`src/design/keyed_quantity_table_defines.svh`:
```
// Assertion macros shared by the keyed quantity table RTL.
// Included by keyed_quantity_table, which carries the concurrent checks; needs nothing else.
`ifndef KEYED_QUANTITY_TABLE_DEFINES_SVH
`define KEYED_QUANTITY_TABLE_DEFINES_SVH

// Same-cycle implication, sampled on the rising edge, off during reset.
`define KQT_ASSERT_NOW(label, clk, rst, ante, cons, msg) \
   label: assert property (@(posedge clk) disable iff (rst) (ante) |-> (cons)) \
      else $error(msg);

// Next-cycle implication, sampled on the rising edge, off during reset.
`define KQT_ASSERT_NEXT(label, clk, rst, ante, cons, msg) \
   label: assert property (@(posedge clk) disable iff (rst) (ante) |=> (cons)) \
      else $error(msg);

`endif

```
`src/design/kqt_pkg.sv`:
```
// Shared types and constants of the keyed quantity table.
// Stands alone; used by keyed_quantity_table (the slot RAM is generic).
package kqt_pkg;

   localparam int SLOTS   = 8;
   localparam int KEY_W   = 16;
   localparam int AMT_W   = 16;
   localparam int QTY_W   = 24;
   localparam int STAT_W  = 2;
   localparam int USED_W  = 4;
   localparam int IDX_W   = (SLOTS > 1) ? $clog2(SLOTS) : 1;
   localparam int CNT_W   = $clog2(SLOTS + 1);
   localparam int NXT_W   = CNT_W + 1;
   localparam int ENTRY_W = KEY_W + QTY_W;

   localparam logic [QTY_W-1:0] QTY_MAX = {QTY_W{1'b1}};

   // command codes
   localparam logic ACT_ADD    = 1'b0;
   localparam logic ACT_REMOVE = 1'b1;

   // status codes
   localparam logic [STAT_W-1:0] ST_ADDED   = 2'd0;
   localparam logic [STAT_W-1:0] ST_REMOVED = 2'd1;
   localparam logic [STAT_W-1:0] ST_FULL    = 2'd2;
   localparam logic [STAT_W-1:0] ST_SHORT   = 2'd3;

   typedef struct packed {
      logic             action;
      logic [KEY_W-1:0] item_key;
      logic [AMT_W-1:0] amount;
   } req_type;

   typedef struct packed {
      logic [STAT_W-1:0] status;
      logic [QTY_W-1:0]  quantity_now;
      logic [USED_W-1:0] slots_used;
   } rsp_type;

   typedef struct packed {
      logic [KEY_W-1:0] key;
      logic [QTY_W-1:0] qty;
   } entry_type;

   typedef enum logic [2:0] {
      S_IDLE,
      S_SEARCH,
      S_DECIDE,
      S_SHIFT,
      S_DONE
   } kqt_state_type;

endpackage

```
`src/design/kqt_slot_ram.sv`:
```
// Slot storage: simple dual-port synchronous RAM, one write and one read port.
// Read data is registered. Generic, no package needed.
module kqt_slot_ram #(
   parameter int DEPTH = 8,
   parameter int WIDTH = 40
) (
   input  logic                                       clock,
   input  logic                                       wr_en,
   input  logic [((DEPTH > 1) ? $clog2(DEPTH) : 1)-1:0] wr_addr,
   input  logic [WIDTH-1:0]                           wr_data,
   input  logic [((DEPTH > 1) ? $clog2(DEPTH) : 1)-1:0] rd_addr,
   output logic [WIDTH-1:0]                           rd_data
);

   logic [WIDTH-1:0] mem [DEPTH];
   logic [WIDTH-1:0] rd_data_ff;

   always_ff @(posedge clock) begin
      if (wr_en) begin
         mem[wr_addr] <= wr_data;
      end
      rd_data_ff <= mem[rd_addr];
   end

   assign rd_data = rd_data_ff;

endmodule

```
`src/design/keyed_quantity_table.sv`:
```
// Keyed quantity table: up to SLOTS (key, quantity) slots in insertion order.
// Channels: req_ carries one command item (add or remove an amount for a key),
// rsp_ returns exactly one result item per command (status, quantity held for
// the key afterwards, occupied slot count). Both use valid/stall; an item moves
// on a rising edge with valid high and stall low.
// Steps: accept; search, reading the slot RAM once per cycle from slot 0 until
// the key is hit or the used slots are exhausted (skipped if the table is empty);
// decide/write; compaction, one slot moved per cycle, after a removal that empties
// a slot other than the last occupied one; result hand-off.
// One command is in flight at a time; req_stall is high from acceptance until
// the result sits in the output register.
// The output register frees the table: a new command can be accepted while the
// previous result still waits on rsp_stall; a finished command then holds in
// the hand-off state until that register drains.
// Reset (synchronous, active high) empties the table (used count 0) and drops
// rsp_valid. Slot contents are not cleared; only slots below the used count
// are ever read.
// Depends on kqt_pkg, kqt_slot_ram and keyed_quantity_table_defines.svh.
`include "keyed_quantity_table_defines.svh"

module keyed_quantity_table
   import kqt_pkg::*;
(
   input  logic    clock,
   input  logic    reset,
   input  logic    req_valid,
   output logic    req_stall,
   input  req_type req_payload,
   output logic    rsp_valid,
   input  logic    rsp_stall,
   output rsp_type rsp_payload
);

   // control state
   kqt_state_type    state_ff, state_in;
   logic [CNT_W-1:0] cnt_ff, cnt_in;
   logic             rsp_valid_ff, rsp_valid_in;

   // command context and search result
   req_type          cmd_ff, cmd_in;
   logic [IDX_W-1:0] src_ff, src_in;     // address whose read data arrives next
   logic             hit_ff, hit_in;
   logic [IDX_W-1:0] hit_idx_ff, hit_idx_in;
   logic [QTY_W-1:0] hit_qty_ff, hit_qty_in;
   rsp_type          res_ff, res_in;
   rsp_type          rsp_ff, rsp_in;

   // slot RAM port
   logic             ram_we;
   logic [IDX_W-1:0] ram_waddr;
   entry_type        ram_wdata;
   logic [IDX_W-1:0] ram_raddr;
   entry_type        ram_rdata;

   kqt_slot_ram #(
      .DEPTH (SLOTS),
      .WIDTH (ENTRY_W)
   ) u_slot_ram (
      .clock   (clock),
      .wr_en   (ram_we),
      .wr_addr (ram_waddr),
      .wr_data (ram_wdata),
      .rd_addr (ram_raddr),
      .rd_data (ram_rdata)
   );

   // decision terms
   logic             req_fire;
   logic             out_free;
   logic             key_match;
   logic             search_more;
   logic             shift_more;
   logic             has_room;
   logic             enough;
   logic             need_shift;
   logic [QTY_W:0]   sum_wide;
   logic [QTY_W-1:0] sum_sat;
   logic [QTY_W-1:0] diff;

   assign req_fire    = req_valid && !req_stall;
   assign out_free    = !rsp_valid_ff || !rsp_stall;
   assign key_match   = (ram_rdata.key == cmd_ff.item_key);
   assign search_more = (NXT_W'(src_ff) + NXT_W'(1)) < NXT_W'(cnt_ff);
   // cnt_ff already holds the reduced count while compacting; the last
   // source slot is the one at that count
   assign shift_more  = NXT_W'(src_ff) < NXT_W'(cnt_ff);
   assign has_room    = NXT_W'(cnt_ff) < NXT_W'(SLOTS);
   assign sum_wide    = {1'b0, hit_qty_ff} + (QTY_W + 1)'(cmd_ff.amount);
   assign sum_sat     = sum_wide[QTY_W] ? QTY_MAX : sum_wide[QTY_W-1:0];
   assign enough      = hit_qty_ff >= QTY_W'(cmd_ff.amount);
   assign diff        = hit_qty_ff - QTY_W'(cmd_ff.amount);
   assign need_shift  = (cmd_ff.action == ACT_REMOVE) && hit_ff && enough
                        && (diff == '0)
                        && ((NXT_W'(hit_idx_ff) + NXT_W'(1)) < NXT_W'(cnt_ff));

   // next state
   always_comb begin
      state_in = state_ff;
      unique case (state_ff)
         S_IDLE: begin
            if (req_fire) begin
               state_in = (cnt_ff == '0) ? S_DECIDE : S_SEARCH;
            end
         end
         S_SEARCH: begin
            if (key_match || !search_more) begin
               state_in = S_DECIDE;
            end
         end
         S_DECIDE: begin
            state_in = need_shift ? S_SHIFT : S_DONE;
         end
         S_SHIFT: begin
            if (!shift_more) begin
               state_in = S_DONE;
            end
         end
         S_DONE: begin
            if (out_free) begin
               state_in = S_IDLE;
            end
         end
         default: begin
            state_in = S_IDLE;
         end
      endcase
   end

   // datapath and RAM control
   always_comb begin
      ram_we       = 1'b0;
      ram_waddr    = hit_idx_ff;
      ram_wdata    = '{key: cmd_ff.item_key, qty: sum_sat};
      ram_raddr    = src_ff;
      cmd_in       = cmd_ff;
      src_in       = src_ff;
      hit_in       = hit_ff;
      hit_idx_in   = hit_idx_ff;
      hit_qty_in   = hit_qty_ff;
      cnt_in       = cnt_ff;
      res_in       = res_ff;
      rsp_in       = rsp_ff;
      rsp_valid_in = rsp_valid_ff && rsp_stall;

      unique case (state_ff)
         S_IDLE: begin
            if (req_fire) begin
               cmd_in    = req_payload;
               hit_in    = 1'b0;
               src_in    = '0;
               ram_raddr = '0;
            end
         end
         S_SEARCH: begin
            if (key_match) begin
               hit_in     = 1'b1;
               hit_idx_in = src_ff;
               hit_qty_in = ram_rdata.qty;
            end else if (search_more) begin
               src_in    = IDX_W'(NXT_W'(src_ff) + NXT_W'(1));
               ram_raddr = IDX_W'(NXT_W'(src_ff) + NXT_W'(1));
            end
         end
         S_DECIDE: begin
            res_in.quantity_now = '0;
            if (cmd_ff.action == ACT_ADD) begin
               if (hit_ff) begin
                  ram_we              = 1'b1;
                  res_in.status       = ST_ADDED;
                  res_in.quantity_now = sum_sat;
               end else if (has_room) begin
                  ram_we              = 1'b1;
                  ram_waddr           = cnt_ff[IDX_W-1:0];
                  ram_wdata.qty       = QTY_W'(cmd_ff.amount);
                  cnt_in              = cnt_ff + CNT_W'(1);
                  res_in.status       = ST_ADDED;
                  res_in.quantity_now = QTY_W'(cmd_ff.amount);
               end else begin
                  res_in.status = ST_FULL;
               end
            end else begin
               if (!hit_ff) begin
                  res_in.status = ST_SHORT;
               end else if (!enough) begin
                  res_in.status       = ST_SHORT;
                  res_in.quantity_now = hit_qty_ff;
               end else begin
                  res_in.status       = ST_REMOVED;
                  res_in.quantity_now = diff;
                  if (diff != '0) begin
                     ram_we        = 1'b1;
                     ram_wdata.qty = diff;
                  end else begin
                     cnt_in = cnt_ff - CNT_W'(1);
                     // start compaction: fetch the slot after the emptied one
                     if (need_shift) begin
                        src_in    = IDX_W'(NXT_W'(hit_idx_ff) + NXT_W'(1));
                        ram_raddr = IDX_W'(NXT_W'(hit_idx_ff) + NXT_W'(1));
                     end
                  end
               end
            end
            res_in.slots_used = USED_W'(cnt_in);
         end
         S_SHIFT: begin
            // move slot src down one place, prefetch the next one
            ram_we    = 1'b1;
            ram_waddr = IDX_W'(NXT_W'(src_ff) - NXT_W'(1));
            ram_wdata = ram_rdata;
            if (shift_more) begin
               src_in    = IDX_W'(NXT_W'(src_ff) + NXT_W'(1));
               ram_raddr = IDX_W'(NXT_W'(src_ff) + NXT_W'(1));
            end
         end
         S_DONE: begin
            if (out_free) begin
               rsp_in       = res_ff;
               rsp_valid_in = 1'b1;
            end
         end
         default: begin
         end
      endcase
   end

   always_ff @(posedge clock) begin
      if (reset) begin
         state_ff     <= S_IDLE;
         cnt_ff       <= '0;
         rsp_valid_ff <= 1'b0;
      end else begin
         state_ff     <= state_in;
         cnt_ff       <= cnt_in;
         rsp_valid_ff <= rsp_valid_in;
      end
   end

   always_ff @(posedge clock) begin
      cmd_ff     <= cmd_in;
      src_ff     <= src_in;
      hit_ff     <= hit_in;
      hit_idx_ff <= hit_idx_in;
      hit_qty_ff <= hit_qty_in;
      res_ff     <= res_in;
      rsp_ff     <= rsp_in;
   end

   assign req_stall   = (state_ff != S_IDLE);
   assign rsp_valid   = rsp_valid_ff;
   assign rsp_payload = rsp_ff;

   // checks
   `KQT_ASSERT_NOW(a_cnt_bound, clock, reset, 1'b1,
      NXT_W'(cnt_ff) <= NXT_W'(SLOTS), "used count beyond table size")
   `KQT_ASSERT_NOW(a_search_in_range, clock, reset, state_ff == S_SEARCH,
      NXT_W'(src_ff) < NXT_W'(cnt_ff), "search reads an unoccupied slot")
   `KQT_ASSERT_NOW(a_shift_in_range, clock, reset, state_ff == S_SHIFT,
      (src_ff != '0) && (NXT_W'(src_ff) <= NXT_W'(cnt_ff)),
      "compaction source outside occupied slots")
   `KQT_ASSERT_NEXT(a_cnt_only_on_decide, clock, reset, state_ff != S_DECIDE,
      $stable(cnt_ff), "used count changed outside the decide step")
   `KQT_ASSERT_NEXT(a_accept_starts_work, clock, reset, req_fire,
      (state_ff == S_SEARCH) || (state_ff == S_DECIDE),
      "accepted item did not start a lookup")

endmodule
```
`config.mk`:
```
export PLATFORM = sky130hd
export DESIGN_NAME = keyed_quantity_table
export DESIGN_NICKNAME = d
export VERILOG_FILES = /design/src/design/kqt_pkg.sv /design/src/design/kqt_slot_ram.sv /design/src/design/keyed_quantity_table.sv
export VERILOG_INCLUDE_DIRS = /design/src /design/src/design
export SDC_FILE = /design/constraint.sdc
export NUM_CORES = 1
export LEC_CHECK = 0
export ABC_AREA = 0
export BUFFER_PORTS_ARGS = -buffer_cell sky130_fd_sc_hd__buf_2
export CAP_MARGIN = 25
export CORE_MARGIN = 5
export CORE_UTILIZATION = 35
export CTS_CLUSTER_SIZE = 24
export DETAILED_ROUTE_END_ITERATION = 7
export GPL_TIMING_DRIVEN = 0
export SYNTH_ARGS = -nofsm -noshare
export SYNTH_HDL_FRONTEND = slang
export SYNTH_SLANG_ARGS = --single-unit
```
`constraint.sdc`:
```
create_clock -name clock -period 7.88 [get_ports clock]
set_input_delay 1.576 -clock clock [delete_from_list [all_inputs] [get_ports clock]]
set_output_delay 1.576 -clock clock [all_outputs]
set_load 0.005 [all_outputs]
```
---- Word-level counts from Yosys, hierarchy flattened ----
Memories as Yosys holds them, arrays and structs flattened. A register that Yosys moved wholly into a read port is not among the register bits.
Index checks and enable logic that the tools add are counted.
storage, ports and cells
  flip-flop bits (word level) ............. 132
  latch bits .............................. 0
  memories kept ........................... 1
  bits in writable memories ............... 320
  ROM bits ................................ 0
  output and inout bits ................... 32
  input bits .............................. 37
  word-level logic and storage cells ...... 119
memories
  name            words  width  read ports  clocked after Yosys merged registers in  wr ports  line                RTL
  u_slot_ram.mem  8      40     1           1                                        1         kqt_slot_ram.sv:15  logic [WIDTH-1:0] mem [DEPTH];
cells by class
  multiplexer cells ....................... 57
  bitwise gates (word level) .............. 0
  add/sub/neg operators ................... 7
  reduce and logical (&&, ||, !) cells .... 23
  order comparisons ....................... 5
  multipliers ............................. 0
  equality and inequality tests ........... 10
  shifts and indexed selects .............. 0
  divide/modulo/power cells ............... 0
operators with widths
  operator               number
  $mux W24               8
  $mux W26               3
  $mux W3                17
  $pmux W24 S2           1
  $mux W16               2
  $add A24 B16 Y25       1
  $ge A24 B16 Y1         1
  $logic_not A24 Y1      1
  $mux W4                6
  $reduce_bool A24 Y1    1
  $sub A24 B16 Y24       1
  $eq A16 B16 Y1         1
  $pmux W3 S5            1
  $mux W1                12
  $pmux W3 S4            1
  $lt A5 B4 Y1           2
  $ne A2 B2 Y1 const B   5
  $add A3 B1 Y4 const B  2
  $eq A3 B2 Y1 const B   2
  $logic_and A1 B1 Y1    6
  $mux W2                3
  $pmux W3 S2            1
  $reduce_and A2 Y1      3
  $add A4 B1 Y4 const B  1
  15 further kinds       20

---- Depth between registers and ports, before layout ----
Gate-level depths: netlist (run 1).
  word-level depth ........................ 10
  depth in mapped cells ................... 19
  mapped depth without buffers ............ 17

---- Modules after synthesis ----
From an unflattened synthesis (run 1), not the netlist that was laid out.
second synthesis, totals
  cell total of the unflattened synthesis .. 1476
  area total of the unflattened synthesis .. 22358.9 sq um
by module, submodules not included
  module                times used  seq. area each (sq um)  area an instance (sq um)  cells an instance
  kqt_slot_ram          1           10410.0                 13171.4                   515
  keyed_quantity_table  1           3853.7                  9187.6                    961

---- Worst setup path after synthesis (run 1) ----
Ideal clock, no wire load.
  kind .................................... register to register
  start point ............................. register cmd_ff[0] (netlist bit)
  end point ............................... memory u_slot_ram.mem[1][0] (enable)
  setup time .............................. 537 ps
  buffers on the path ..................... 1
  data required time ...................... 7343 ps
  setup slack ............................. 770 ps
  arrival ................................. 6573 ps
  period minus slack after synthesis ...... 7110 ps
  cell stages (with the launch flop) ...... 13
  path through ............................ edfxtp_1 ha_1 fa_1 nor2b_1 o31ai_2 a211o_1 a21o_1 nand3_1 clkbuf_1 inv_1 o21ai_0 a21oi_1 nor4_1
on the way
  cells in the longest elaborated chain, start to end .. 9
  elaborated cells between the ends (all ways) .. 10
  those cells by class .................... add/sub (1); order compare (1); mux (7); reduce/logical (1)
ends and longest elaborated chain
  element                          line                         RTL
  start, declared                  keyed_quantity_table.sv:40   req_type cmd_ff, cmd_in;
  start signal, assigned           keyed_quantity_table.sv:239  cmd_ff <= cmd_in;
  $sub A24 B16 Y24                 keyed_quantity_table.sv:91   assign diff = hit_qty_ff - QTY_W'(cmd_ff.amount);
  $reduce_bool A24 Y1              keyed_quantity_table.sv:190  if (diff != '0) begin
  $mux W1                          keyed_quantity_table.sv:190
  $mux W1 *                        keyed_quantity_table.sv:184  end else if (!enough) begin
  $mux W1 *                        keyed_quantity_table.sv:182  if (!hit_ff) begin
  $mux W1 *                        keyed_quantity_table.sv:166  if (cmd_ff.action == ACT_ADD) begin
  $pmux W1 S2 *                    keyed_quantity_table.sv:145  unique case (state_ff)
  $mux W1 *                        kqt_slot_ram.sv:19           if (wr_en) begin
  $mux W1 (not written as such) *  kqt_slot_ram.sv:20           mem[wr_addr] <= wr_data;
  end, declared                    kqt_slot_ram.sv:15
Every way passes the cells marked *; elsewhere a longest branch is shown, timed or not.

---- Worst setup path in the final report (run 1) ----
  start point ............................. register cmd_ff[1] (netlist bit)
  end point ............................... register u_slot_ram.rd_data_ff[19] (netlist: u_slot_ram.rd_data[19]), read port of u_slot_ram.mem
on the way
  cells in the longest elaborated chain, start to end .. 10
  elaborated cells between the ends (all ways) .. 13
  those cells by class .................... add/sub (1); order compare (1); mux (6); reduce/logical (5)
ends and longest elaborated chain
  element                                                          line                                                    RTL
  $sub A24 B16 Y24 / $ge A24 B16 Y1 (equally long branches)        keyed_quantity_table.sv:91, keyed_quantity_table.sv:90
  $logic_not A24 Y1 / $logic_and A1 B1 Y1 (equally long branches)  keyed_quantity_table.sv:93, keyed_quantity_table.sv:92
  $logic_and A1 B1 Y1                                              keyed_quantity_table.sv:93                              && (diff == '0)
  $logic_and A1 B1 Y1                                              keyed_quantity_table.sv:94                              && ((NXT_W'(hit_idx_ff) + NXT_W'(1)) < NXT_W'(cnt_ff));
  $mux W3                                                          keyed_quantity_table.sv:196                             if (need_shift) begin
  $mux W3                                                          --
  $mux W3 *                                                        keyed_quantity_table.sv:184
  $mux W3 *                                                        --
  $mux W3 *                                                        keyed_quantity_table.sv:166
  $pmux W3 S4 *                                                    keyed_quantity_table.sv:145
  end, declared                                                    kqt_slot_ram.sv:16                                      logic [WIDTH-1:0] rd_data_ff;
Marked as above.
A chain may end at the register's enable or synchronous reset.

==> flow_metrics.tcl, run 1 <==
set metrics [dict create \
    tightest_slew_ps 1030 \
    grt_overflow 0 \
    row_count 92 \
    critPathRequiredTime_ps 8310 \
    synth_area_per_cell_um2 13.9 \
    setup_violations 0 \
    clock_power_share_pct 26.2 \
    cp-start-kind "flip-flop" \
    die_w_um 261 \
    post-place-ws_ps 1920 \
    drtAntennaViolNets 0 \
    rsz0062_at_grt "no" \
    first_iter_violations 978 \
    crit_fanout 10 \
    via_count 13800 \
    synth-seq-area-share_pct 64.8 \
    clkSlewWorstSetupHoldPaths_ps 60 \
    internal_power_w 0.00575 \
    r2r-end "u_slot_ram.rd_data[19]" \
    drv_slew 0 \
    stdcell_count 2633 \
    io_pins 69 \
    holdPathEnd "rsp_payload[8]" \
    ctsResizeCount 0 \
    yosys_warnings 0 \
    cp_data_arrival_time_ps 6540 \
    antenna_found_initial 0 \
    grt_max_degree 33 \
    slew_headroom_pct 31.2 \
    combPwrFrac_pct 30.7 \
    diodes 0 \
    powerDensity_nw_per_um2 342 \
    cts_tree "yes" \
    clock-skew-final_ps 15.8 \
    die_area_um2 68000 \
    seq_area_um2 14300 \
    die_h_um 261 \
    synth-seq-cells 492 \
    hold_depth 0 \
    clock_sinks 492 \
    swShare_pct 34.2 \
    grt_pass1_wl_um 85400 \
    drt-total-wl_um 56800 \
    p_seq_share_pct 43.1 \
    start_util_pct 35.1 \
    setup_ws_ps 1770 \
    path_cells "inv_1, ha_1, nor2b_1, o31ai_1, a21oi_1, o21ai_0, o21bai_1, xnor2_1, and4_1, nand4b_1, nor4_1, a311oi_1, nor2_1, buf_1, a221oi_2" \
    max_freq_ghz 0.164 \
    ys_types 75 \
    crit_path_end_kind "flip-flop" \
    async_flop_share_pct 0 \
    vias_per_cell 5.24 \
    htree_levels 2 \
    hold_slack_ps 412 \
    synth_enable_flop_cells 441 \
    grt_pass1_vias 14100 \
    slowest_stage "buf_1" \
    dp_hpwl_um 40600 \
    status "finished clean" \
    synth_flop_cell "edfxtp_1" \
    root_buffer "clkbuf_16" \
    drv_cap 0 \
    drc_errors 0 \
    min_path_type "reg -> reg" \
    reg2reg_depth 15 \
    r2r-start "cmd_ff[1]" \
    clock_latency_ps 610 \
    hold_viol_final 0 \
    nets 1829 \
    gp_congestion 0.904 \
    ctsHoldBuffers 0 \
    vdd_drop_max_mv 0.188 \
    hp-start "res_ff[8]" \
    coreArea_um2 62600 \
    r2r_setup_slack_ps 1770 \
    placed_cell_area_um2 23900 \
    grt_usage_pct 16.3 \
    port_buffers 67 \
    final_cell_mix "441 x edfxtp_1, 132 x nand2_1, 95 x mux2i_1, 87 x buf_2, 80 x mux2_2" \
    drtPass1Iterations 5 \
    fin_crit_ps 6110 \
    multiInputGateArea_um2 7170 \
    drive_gt1_share_pct 19.3 \
    clk_path_buf_depth 3 \
    layout_commonest_cell "edfxtp_1" \
    placedCellCount 2536 \
    final_area_um2 25500 \
    cts_setup_buffers 0 \
    crit_type "reg -> reg" \
    synthesis.nets 1671 \
    cp_slowest_stage_delay_ps 830 \
    leakage_nw 8.62 \
    syn-cell-area_um2 22000 \
    nFillCells 5828 \
    netlist_instances 1587 \
    min_period_over_period_pct 77.5 \
    wire_per_inst_um 21.6 \
    area_growth_pct 15.9 \
    setup_tns_ps 0 \
    p_sw_w 0.00298 \
    cts_inserted_buffers 51 \
]
-- layer usage --
metal	part of all wire, %	GRT usage, %
met1	43	21.4
met2	49	27.8
met3	5.0	2.42
met4	3.2	5.71
met5	0	0
-- state kept, by name, summed over array words and instances, names as in the netlist --
name                cells
state_ff                3
rsp_valid               1
src_ff                  3
u_slot_ram.mem        320
hit_ff                  1
res_ff                 30
u_slot_ram.rd_data     40
rsp_payload            30
hit_idx_ff              3
cnt_ff                  4
hit_qty_ff             24
cmd_ff                 33
-- kinds of logic (layout without fill, tap and decap cells) --
kind of cell / after synthesis / after routing / share of synthesized area, %
buffers and inverters: 136 / 336 / 2.85
AO/OA/AOI/OAI: 339 / 339 / 11.6
AND/OR/NAND/NOR: 347 / 347 / 7.57
adder cells (fa/ha/maj): 47 / 47 / 2.74
multiplexers: 176 / 176 / 8.47
XOR/XNOR: 50 / 50 / 1.99
flip-flops: 492 / 492 / 64.8
-- stage by stage --
stage               total power [W]  util, %
floorplan                   0.00548        -
global placement            0.00636     37.4
detailed placement          0.00647     38.2
CTS                         0.00879     40.7
global route                0.00916     40.7
finish                      0.00873     40.7
-- synth_stat cells, types with 10 or more instances --
cell	instances	area [µm²]
o221ai_1	15	131
nand4_1	10	62.6
inv_1	44	165
mux2_2	80	901
nor3_1	26	130
a21oi_1	65	325
o21ai_0	56	280
nand2_1	132	495
ha_1	45	563
nand3_1	18	90.1
and2_1	13	81.3
and3_1	11	68.8
a221oi_2	39	586
edfxtp_1	441	13200
xnor2_1	44	385
dfxtp_1	51	1020
buf_2	19	95.1
nand2b_1	13	81.3
o211ai_1	23	173
mux2i_1	95	951
o22ai_1	60	375
nor2_1	76	285
clkbuf_1	52	195
-- power groups by stage --
stage,clock (W),combinational [W],sequential (W)
finish,0.00229,0.00268,0.00376
global route,0.00247,0.00290,0.00380
CTS,0.00235,0.00268,0.00376
detailed placement,0,0.00266,0.00381
global placement,0,0.00253,0.00383
floorplan,0,0.00172,0.00376
-- worst max-delay path: cells and delay by family (launching register included) --
family                   cells  cell delay [ps]
AO/OA/AOI/OAI                6             1990
AND/OR/NAND/NOR              5             1750
adder cells (fa/ha/maj)      1              340
flip-flops                   1              470
XOR/XNOR                     1              410
buffers and inverters        2              960
-- worst max-delay path by stage --
stage,from,slack (ps),to
after global placement,cmd_ff[0],-4330,u_slot_ram.mem[5][2]
final,cmd_ff[1],1770,u_slot_ram.rd_data[19]
after floorplan,cmd_ff[0],770,u_slot_ram.mem[1][0]
after global routing,cmd_ff[1],1500,u_slot_ram.mem[6][15]
after detailed placement,cmd_ff[1],1920,u_slot_ram.rd_data[19]
after CTS,cmd_ff[1],1870,u_slot_ram.rd_data[19]
-- cell type report --
type / instances / area share, %
buffer: 90 / 1.79
multi-input combinational: 959 / 28.1
inverter: 46 / 0.677
tap: 846 / 4.15
clock inverter: 17 / 0.667
clock buffer: 78 / 5.60
timing repair buffer: 105 / 3.06
sequential: 492 / 55.9
No activity file was read; power rests on OpenSTA's default activity.
==> inputs of run 2 (changes only) <==
ABC_AREA = 1   (was 0)
clock period = 5.55 ns   (was 7.88 ns; I/O delays follow)
==> run 2 against run 1 <==
  * Global-route usage up 2.5 points
  * Maximum frequency grew 21%
  * Final cell count is 46% higher
  * Final area rose by 11%
  * Total power grew 71%
  * Non-clock buffer count grew 19
  * Clock power rose by 52%
  * Combinational power is 130% higher
  * Sequential power grew 40%
  * Largest cell class unchanged
==> flow_metrics.tcl, run 2 <==
set metrics [dict create \
    status "finished clean" \
    die_area_um2 76000 \
    drt-total-wl_um 72800 \
    drive_gt1_share_pct 8.29 \
    critPathRequiredTime_ps 5810 \
    crit_fanout 10 \
    clk_path_buf_depth 3 \
    synth_top_family_by_area "simple AND/OR/NAND/NOR gates" \
    drtAntennaViolNets 0 \
    vias_per_cell 5.01 \
    cts_tree "yes" \
    yosys.area_share.xor_xnor_pct 1.10 \
    antenna_found_initial 1 \
    fin_crit_ps 5050 \
    yosysTopAreaCellShare_pct 53.6 \
    multiInputGateArea_um2 8030 \
    cts_inserted_buffers 50 \
    min_path_type "reg -> reg" \
    synth-seq-cells 492 \
    synthMuxAreaShare_pct 0 \
    grt_pass1_wl_um 109000 \
    cts_setup_buffers 0 \
    wl_met2_um 33200 \
    fin_util_pct 40.5 \
    area_growth_pct 14.7 \
    clkSlewWorstSetupHoldPaths_ps 60 \
    crit_type "reg -> reg" \
    wl_met1_um 30700 \
    htree_levels 2 \
    yosys-top-cells-count "718 x nand2_1, 509 x inv_1, 441 x edfxtp_1, 242 x nand3_1, 181 x nand4_1" \
    seq_area_um2 14300 \
    netlist_instances 2728 \
    drtPass1Iterations 6 \
    largest_register_ff_count 320 \
    vdd_drop_max_mv 0.319 \
    row_count 97 \
    synthesis.nets 2812 \
    tightest_slew_ps 1060 \
    syn-cell-area_um2 24700 \
    dp_hpwl_um 51600 \
    ctsHoldBuffers 0 \
    min_period_over_period_pct 90.9 \
    synth_top_area_cell "edfxtp_1" \
    powerDensity_nw_per_um2 527 \
    top_register "u_slot_ram.mem" \
    path_cells "ha_1, fa_1, inv_1, nand2_1, nand2_1, nand3_1, nand2_1, nand3_1, nand3_1, nand2_1, inv_1, nand2_1, nand2_1, nand2_2, inv_1, buf_2, a31oi_1, o21ai_0" \
    first_iter_violations 1849 \
    hold_viol_final 0 \
    root_buffer "clkbuf_16" \
    cp-start-kind "flip-flop" \
    io_pins 69 \
    nFillCells 6955 \
    nets 2951 \
    layout_commonest_cell "nand2_1" \
    ys_types 56 \
    clock_latency_ps 620 \
    crit_path_end_kind "flip-flop" \
    port_buffers 68 \
    setup_violations 0 \
    grt_max_degree 32 \
    final_cell_mix "718 x nand2_1, 509 x inv_1, 441 x edfxtp_1, 242 x nand3_1, 181 x nand4_1" \
    yosys-top-cells-area "edfxtp_1 54%, nand2_1 11%, inv_1 7.7%" \
    grt_usage_pct 18.8 \
    coreArea_um2 70000 \
    clock_sinks 492 \
    start_util_pct 35.3 \
    synth_enable_flop_cells 441 \
    gp_congestion 0.967 \
    synthSimpleGateAreaFrac_pct 23.3 \
    synth_flop_cell "edfxtp_1" \
    ctsResizeCount 0 \
    cp_slowest_stage_delay_ps 830 \
    hold_slack_ps 416 \
    drv_cap 0 \
    via_count 19300 \
    clock-skew-final_ps 34.1 \
    grt_pass1_vias 18400 \
    die_w_um 276 \
    cpMostUsedCell "nand2_1" \
    yosys_warnings 0 \
    highest_layer "met5" \
    leakage_nw 12.3 \
    max_freq_ghz 0.198 \
    drc_errors 0 \
    synth.most_common_cell "nand2_1" \
    slew_headroom_pct 28.5 \
    wire_per_inst_um 18.9 \
    grt_overflow 0 \
    async_flop_share_pct 0 \
    synth-seq-area-share_pct 57.7 \
    synthAdderAreaFrac_pct 2.44 \
    synth_compound_area_share_pct 5.35 \
    synth_area_per_cell_um2 9.06 \
    die_h_um 276 \
    drv_slew 0 \
    slowest_stage "o21ai_0" \
    diodes 0 \
    rsz0062_at_grt "no" \
    cp_data_arrival_time_ps 5310 \
    route.met3.wl_um 5750 \
]
[run 2: changes by cell type in the layout (fill, tap and decap cells not counted), sizes merged, moves of 32 or more]
cell and delta:
nand2 +588, inv +469, nand3 +225, nand4 +172, mux2i -95, mux2 -81, o22ai -57, a221oi -41
nor2 +40, xnor2 -32
[run 2: path summary, 6_finish.rpt]
path / from / to / slack, ps / depth (start not counted)
worst max-delay path: cmd_ff[0] / u_slot_ram.mem[0][10] / 500 / 18
worst min-delay path: res_ff[0] / rsp_payload[0] / 420 / 0
worst max register to register: cmd_ff[0] / u_slot_ram.mem[0][10] / 500 / 18
worst min register to register: res_ff[0] / rsp_payload[0] / 420 / 0
[run 2: critical path: cells and delay by family (launching register included)]
| family | cells | cell delay, ps |
|---|---|---|
| AO/OA/AOI/OAI | 2 | 940 |
| adder cells (fa/ha/maj) | 2 | 690 |
| buffers and inverters | 4 | 800 |
| flip-flops | 1 | 490 |
| AND/OR/NAND/NOR | 10 | 1770 |
[run 2: per-layer routing]
layer  global-route usage [%]  vias to the layer above
li1                         -                     9352
met1                     25.5                     8937
met2                     30.4                      788
met3                     2.92                      197
met4                     7.67                        2
met5                        0                        -
[run 2: area by class of cell]
class                      instances  share of cell area [%]
sequential                       492                    50.3
tap                              940                    4.15
multi-input combinational       1594                    28.3
clock inverter                    21                   0.954
timing repair buffer              87                    2.32
buffer                           127                    2.00
clock buffer                      72                    5.10
inverter                         515                    6.82
[run 2: metrics by stage]
| stage | power (W) | setup slack (ps) | std cells | cell area (µm²) | setup TNS, ps |
|---|---|---|---|---|---|
| finish | 0.0149 | 504 | 3848 | 28300 | 0 |
| global route | 0.0158 | 197 | 3848 | 28300 | 0 |
| CTS | 0.0149 | 500 | 3845 | 28300 | 0 |
| detailed placement | 0.0114 | 521 | 3752 | 26600 | 0 |
| global placement | 0.0113 | -1780 | 3736 | 26200 | -510780 |
| floorplan | 0.00917 | 915 | 2728 | 24700 | 0 |
[run 2: report_power, final]
group	internal [W]	switching, W	total, W
clock network	0.00202	0.00146	0.00348
logic	0.00178	0.00441	0.00619
registers	0.00499	0.000263	0.00526
total	0.00879	0.00613	0.0149
[run 2: logic make-up after synthesis]
logic type | Yosys count
buf+inv | 642
xor+xnor | 31
fa+ha+maj | 47
simple gates | 1297
flops | 492
compound gates | 219
